--- src/rtl/hel_ram.sv ---
// Generic simple dual-port RAM: one write port, one read port with registered data.
// No dependencies.

module hel_ram #(
    parameter int WIDTH = 4,
    parameter int DEPTH = 1024
) (
    input  logic                     clk,
    input  logic                     we,
    input  logic [$clog2(DEPTH)-1:0] waddr,
    input  logic [WIDTH-1:0]         wdata,
    input  logic                     re,
    input  logic [$clog2(DEPTH)-1:0] raddr,
    output logic [WIDTH-1:0]         rdata
);

    logic [WIDTH-1:0] mem [DEPTH];
    logic [WIDTH-1:0] rdata_reg;

    // Write and registered read; read data holds while re is low
    always_ff @(posedge clk)
    begin
        if (we)
        begin
            mem[waddr] <= wdata;
        end
        if (re)
        begin
            rdata_reg <= mem[raddr];
        end
    end

    assign rdata = rdata_reg;

endmodule

--- config.mk ---
export PLATFORM = sky130hd
export DESIGN_NAME = hel_ram
export DESIGN_NICKNAME = d
export VERILOG_FILES = /design/src/rtl/hel_ram.sv
export SDC_FILE = /design/constraint.sdc
export NUM_CORES = 2
export LEC_CHECK = 0
export ABC_CLOCK_PERIOD_IN_PS = 3200
export BUFFER_PORTS_ARGS = -buffer_cell sky130_fd_sc_hd__buf_2
export CORE_MARGIN = 1
export CORE_UTILIZATION = 35
export DETAILED_ROUTE_END_ITERATION = 8
export MAX_ROUTING_LAYER = met4
export PLACE_DENSITY_LB_ADDON = 0.3
export SETUP_SLACK_MARGIN = 0.4
export SYNTH_ARGS = -nofsm -noshare
export SYNTH_HDL_FRONTEND = slang
export SYNTH_SLANG_ARGS = --single-unit
--- constraint.sdc ---
create_clock -name clk -period 3.2 [get_ports clk]
set_input_delay 0.32 -clock clk [delete_from_list [all_inputs] [get_ports clk]]
set_output_delay 0.32 -clock clk [all_outputs]
set_load 0.03 [all_outputs]
==> impl_metrics.json <==
{
  "synth_edf_count": 4100,
  "num_vias": 87400,
  "dr_wl_met2_mm": 231,
  "synthArstFlopShare_pct": 0,
  "grt_start_max_net_pins": 178,
  "num_rows": 249,
  "rsz0062_at_grt": "yes",
  "io_pins": 31,
  "area_growth_pct": 17.7,
  "synth_nets": 8317,
  "finalCritPeriodShare_pct": 90.6,
  "cts_root_buffer": "clkbuf_16",
  "wire_per_inst_um": 31.2,
  "period_minus_slack_ps": 2900,
  "fin_nets": 9111,
  "syn_avg_cell_area_um2": 19.6,
  "max-cap-violations": 0,
  "cp_slowest_cell": "o41ai_4",
  "end_kind": "register",
  "largest_register_ffs": 4096,
  "min_path_type": "input port to register",
  "critical_path_buf_inv_count": 3,
  "worstSetupPathType": "register to register",
  "grt_pass1_wl_mm": 682,
  "worst_slew_pin_slew_ps": 1200,
  "die_h_um": 683,
  "critical-path-top-delay-family": "simple AND/OR/NAND/NOR gates",
  "die_area_um2": 466000,
  "hpwlAfterDp_mm": 310,
  "arrival_ps": 3730,
  "cts-htree-levels": 5,
  "fp.coreArea_um2": 460000,
  "routed-wl-met3_mm": 43.6,
  "ir_worst_vdd_mv": 0.508,
  "cp_common_cell": "buf_4",
  "top_layer_used": "met4",
  "relSlewSlack_pct": 19.9,
  "cts_setup_buffers": 0,
  "max_freq_mhz": 345,
  "initial_core_util_pct": 35.2,
  "status": "finished, final reports clean",
  "portBuffers": 30,
  "final_antenna_net_count": 0,
  "grtUsageTotal_pct": 21.2,
  "wl_met1_mm": 194,
  "dieWidth_um": 683,
  "ys_warn_count": 0,
  "yosysSeqAreaShare_pct": 75.9,
  "worst_r2r_startpoint": "mem[106][0]$_DFFE_PP_",
  "cp_cell_sequence": "mux2i_1 > o22ai_1 > buf_4 > nor3_1 > nor4_1 > buf_4 > nand4_1 > buf_4 > o41ai_4 > nand3_1 > nand4_1",
  "crit_fanout": 2,
  "slew_viol_final": 0,
  "crit_required_ps": 4040,
  "power_mw": 115,
  "viasPerCell": 5.60,
  "n_fill_cell": 40400,
  "final_util_pct": 41.4,
  "syn_inst": 8290,
  "synth_cell_types": 75,
  "cts_max_path_buffers": 4,
  "fin_worst_skew_ps": 65.0,
  "multi_input_area_um2": 36600,
  "cts_made_buffers": 419,
  "ys.flop_type": "edfxtp_1",
  "grt_pass1_vias": 88200,
  "max_stage_delay_ps": 660,
  "worstSetupStartpointType": "register",
  "dr.pass1.iters": 6,
  "setup_viol": 0,
  "p_leak_nw": 60.0,
  "clk_pin_slew_worst_paths_ps": 60,
  "regArea_um2": 123000,
  "ys_seq_elements": 4100,
  "syn_area_um2": 162000,
  "min-delay-start": "waddr[3]",
  "clk_latency_ps": 1000,
  "routed_wl_mm": 486,
  "grt_overflow_total": 0,
  "tritoncts": "done",
  "clock_sinks": 4100,
  "drt_iter0_drc": 12200,
  "startpoint": "mem[106][0]$_DFFE_PP_",
  "place.gp.congestion": 0.872,
  "hold_viol_final": 0,
  "post-route-drc-count": 0,
  "power_density_nw_per_um2": 604,
  "drive_gt1_share_pct": 27.1,
  "antenna_found_initial": 56
}
-- layout make-up --
cell class,count,share of cell area [%]
sequential,4100,64.5
multi-input combinational,3593,19.2
clock buffer,496,5.70
timing repair buffer,964,5.01
tap,6149,4.03
clock inverter,274,1.54
antenna,25,0.0328
inverter,6,0.0190
-- logic make-up (layout without fill, tap and decap cells) --
family          after synthesis  count (layout)  share of synthesized area, %
simple gates               1560            1560                          3.99
mux                        1359            1359                          15.2
other cells                   0              25                             0
compound gates              674             674                          2.96
flops                      4100            4100                          75.9
buf+inv                     597            1740                          1.96
-- layer usage --
| metal | vias to the layer above | GRT usage (%) |
|---|---|---|
| met1 | 46500 | 28.3 |
| met2 | 4456 | 33.4 |
| met3 | 820 | 3.14 |
| met5 | - | - |
| li1 | 35600 | - |
| met4 | 0 | 6.88 |
-- worst register-to-register path: cells and delay by family, from the launching register on --
family          cells  cell delay (ps)
mux                 1               70
flops               1              330
simple gates        5              940
compound gates      2              830
buf+inv             3              570
-- path summary, 6_finish.rpt --
path | cells past startpoint | end | slack, ps
max | 11 | rdata[0]$_DFFE_PP_ | 300
min | 4 | mem[780][2]$_DFFE_PP_ | 90
max reg2reg | 11 | rdata[0]$_DFFE_PP_ | 300
min reg2reg | 6 | rdata[3]$_DFFE_PP_ | 1130
-- power by group --
part | total [mW] | internal (mW) | switching [mW]
Sequential | 59.2 | 59.1 | 0.0415
Combinational | 6.61 | 2.53 | 4.08
Clock | 49.5 | 28.5 | 21.0
-- cell usage after synthesis (all sizes together), types with 7 or more instances --
library cell  number  area share, %
a2111oi           10          0.054
a211oi            13          0.060
a21oi            129           0.40
a221oi            29           0.16
a22o              11          0.059
a22oi             80           0.37
a31oi             11          0.042
and2               9          0.035
and3              12          0.046
buf              291            1.3
clkbuf           300           0.69
edfxtp          4100             76
mux2              23           0.16
mux2i            461            2.8
mux4             875             12
nand2            166           0.38
nand2b            12          0.046
nand3             62           0.19
nand4             12          0.046
nor2            1103            2.6
nor2b             15          0.058
nor3             100           0.31
nor3b              8          0.037
nor4              21          0.081
o2111ai            9          0.049
o21ai             68           0.21
o221ai           168           0.91
o22ai             89           0.34
o41ai              7          0.042
or2               10          0.039
-- cells in the final DEF, fill, tap and decap left out, drive strengths merged, types with 12 or more instances in the layout --
master     n
edfxtp  4100
nor2    1103
buf      952
mux4     875
clkbuf   497
mux2i    461
clkinv   202
o221ai   168
nand2    166
a21oi    129
nor3     100
o22ai     89
a22oi     80
o21ai     68
nand3     62
bufinv    52
a221oi    29
diode     25
mux2      23
nor4      21
inv       18
nor2b     15
a211oi    13
nand4     12
and3      12
nand2b    12
-- per-stage QoR --
stage | hold slack [ps] | std cells | setup TNS [ps] | setup slack [ps] | cell area [um2]
floorplan | 419 | 8290 | 0 | 340 | 162000
global placement | 697 | 14800 | -3230 | -1090 | 177000
detailed placement | 701 | 14800 | -2930 | -963 | 177000
CTS | 32.5 | 15600 | 0 | 174 | 191000
global route | 130 | 15600 | 0 | 136 | 191000
finish | 85.9 | 15600 | 0 | 301 | 191000
-- what timing repair did --
action | in CTS | in global routing
hold buffers | 11 | 0
pin swaps | 10 | 10
gates resized for setup | 33 | 19
setup endpoints to repair | 4 | 4
endpoints found under the hold margin | 305 | 0
(Power assumes the default switching activity.)
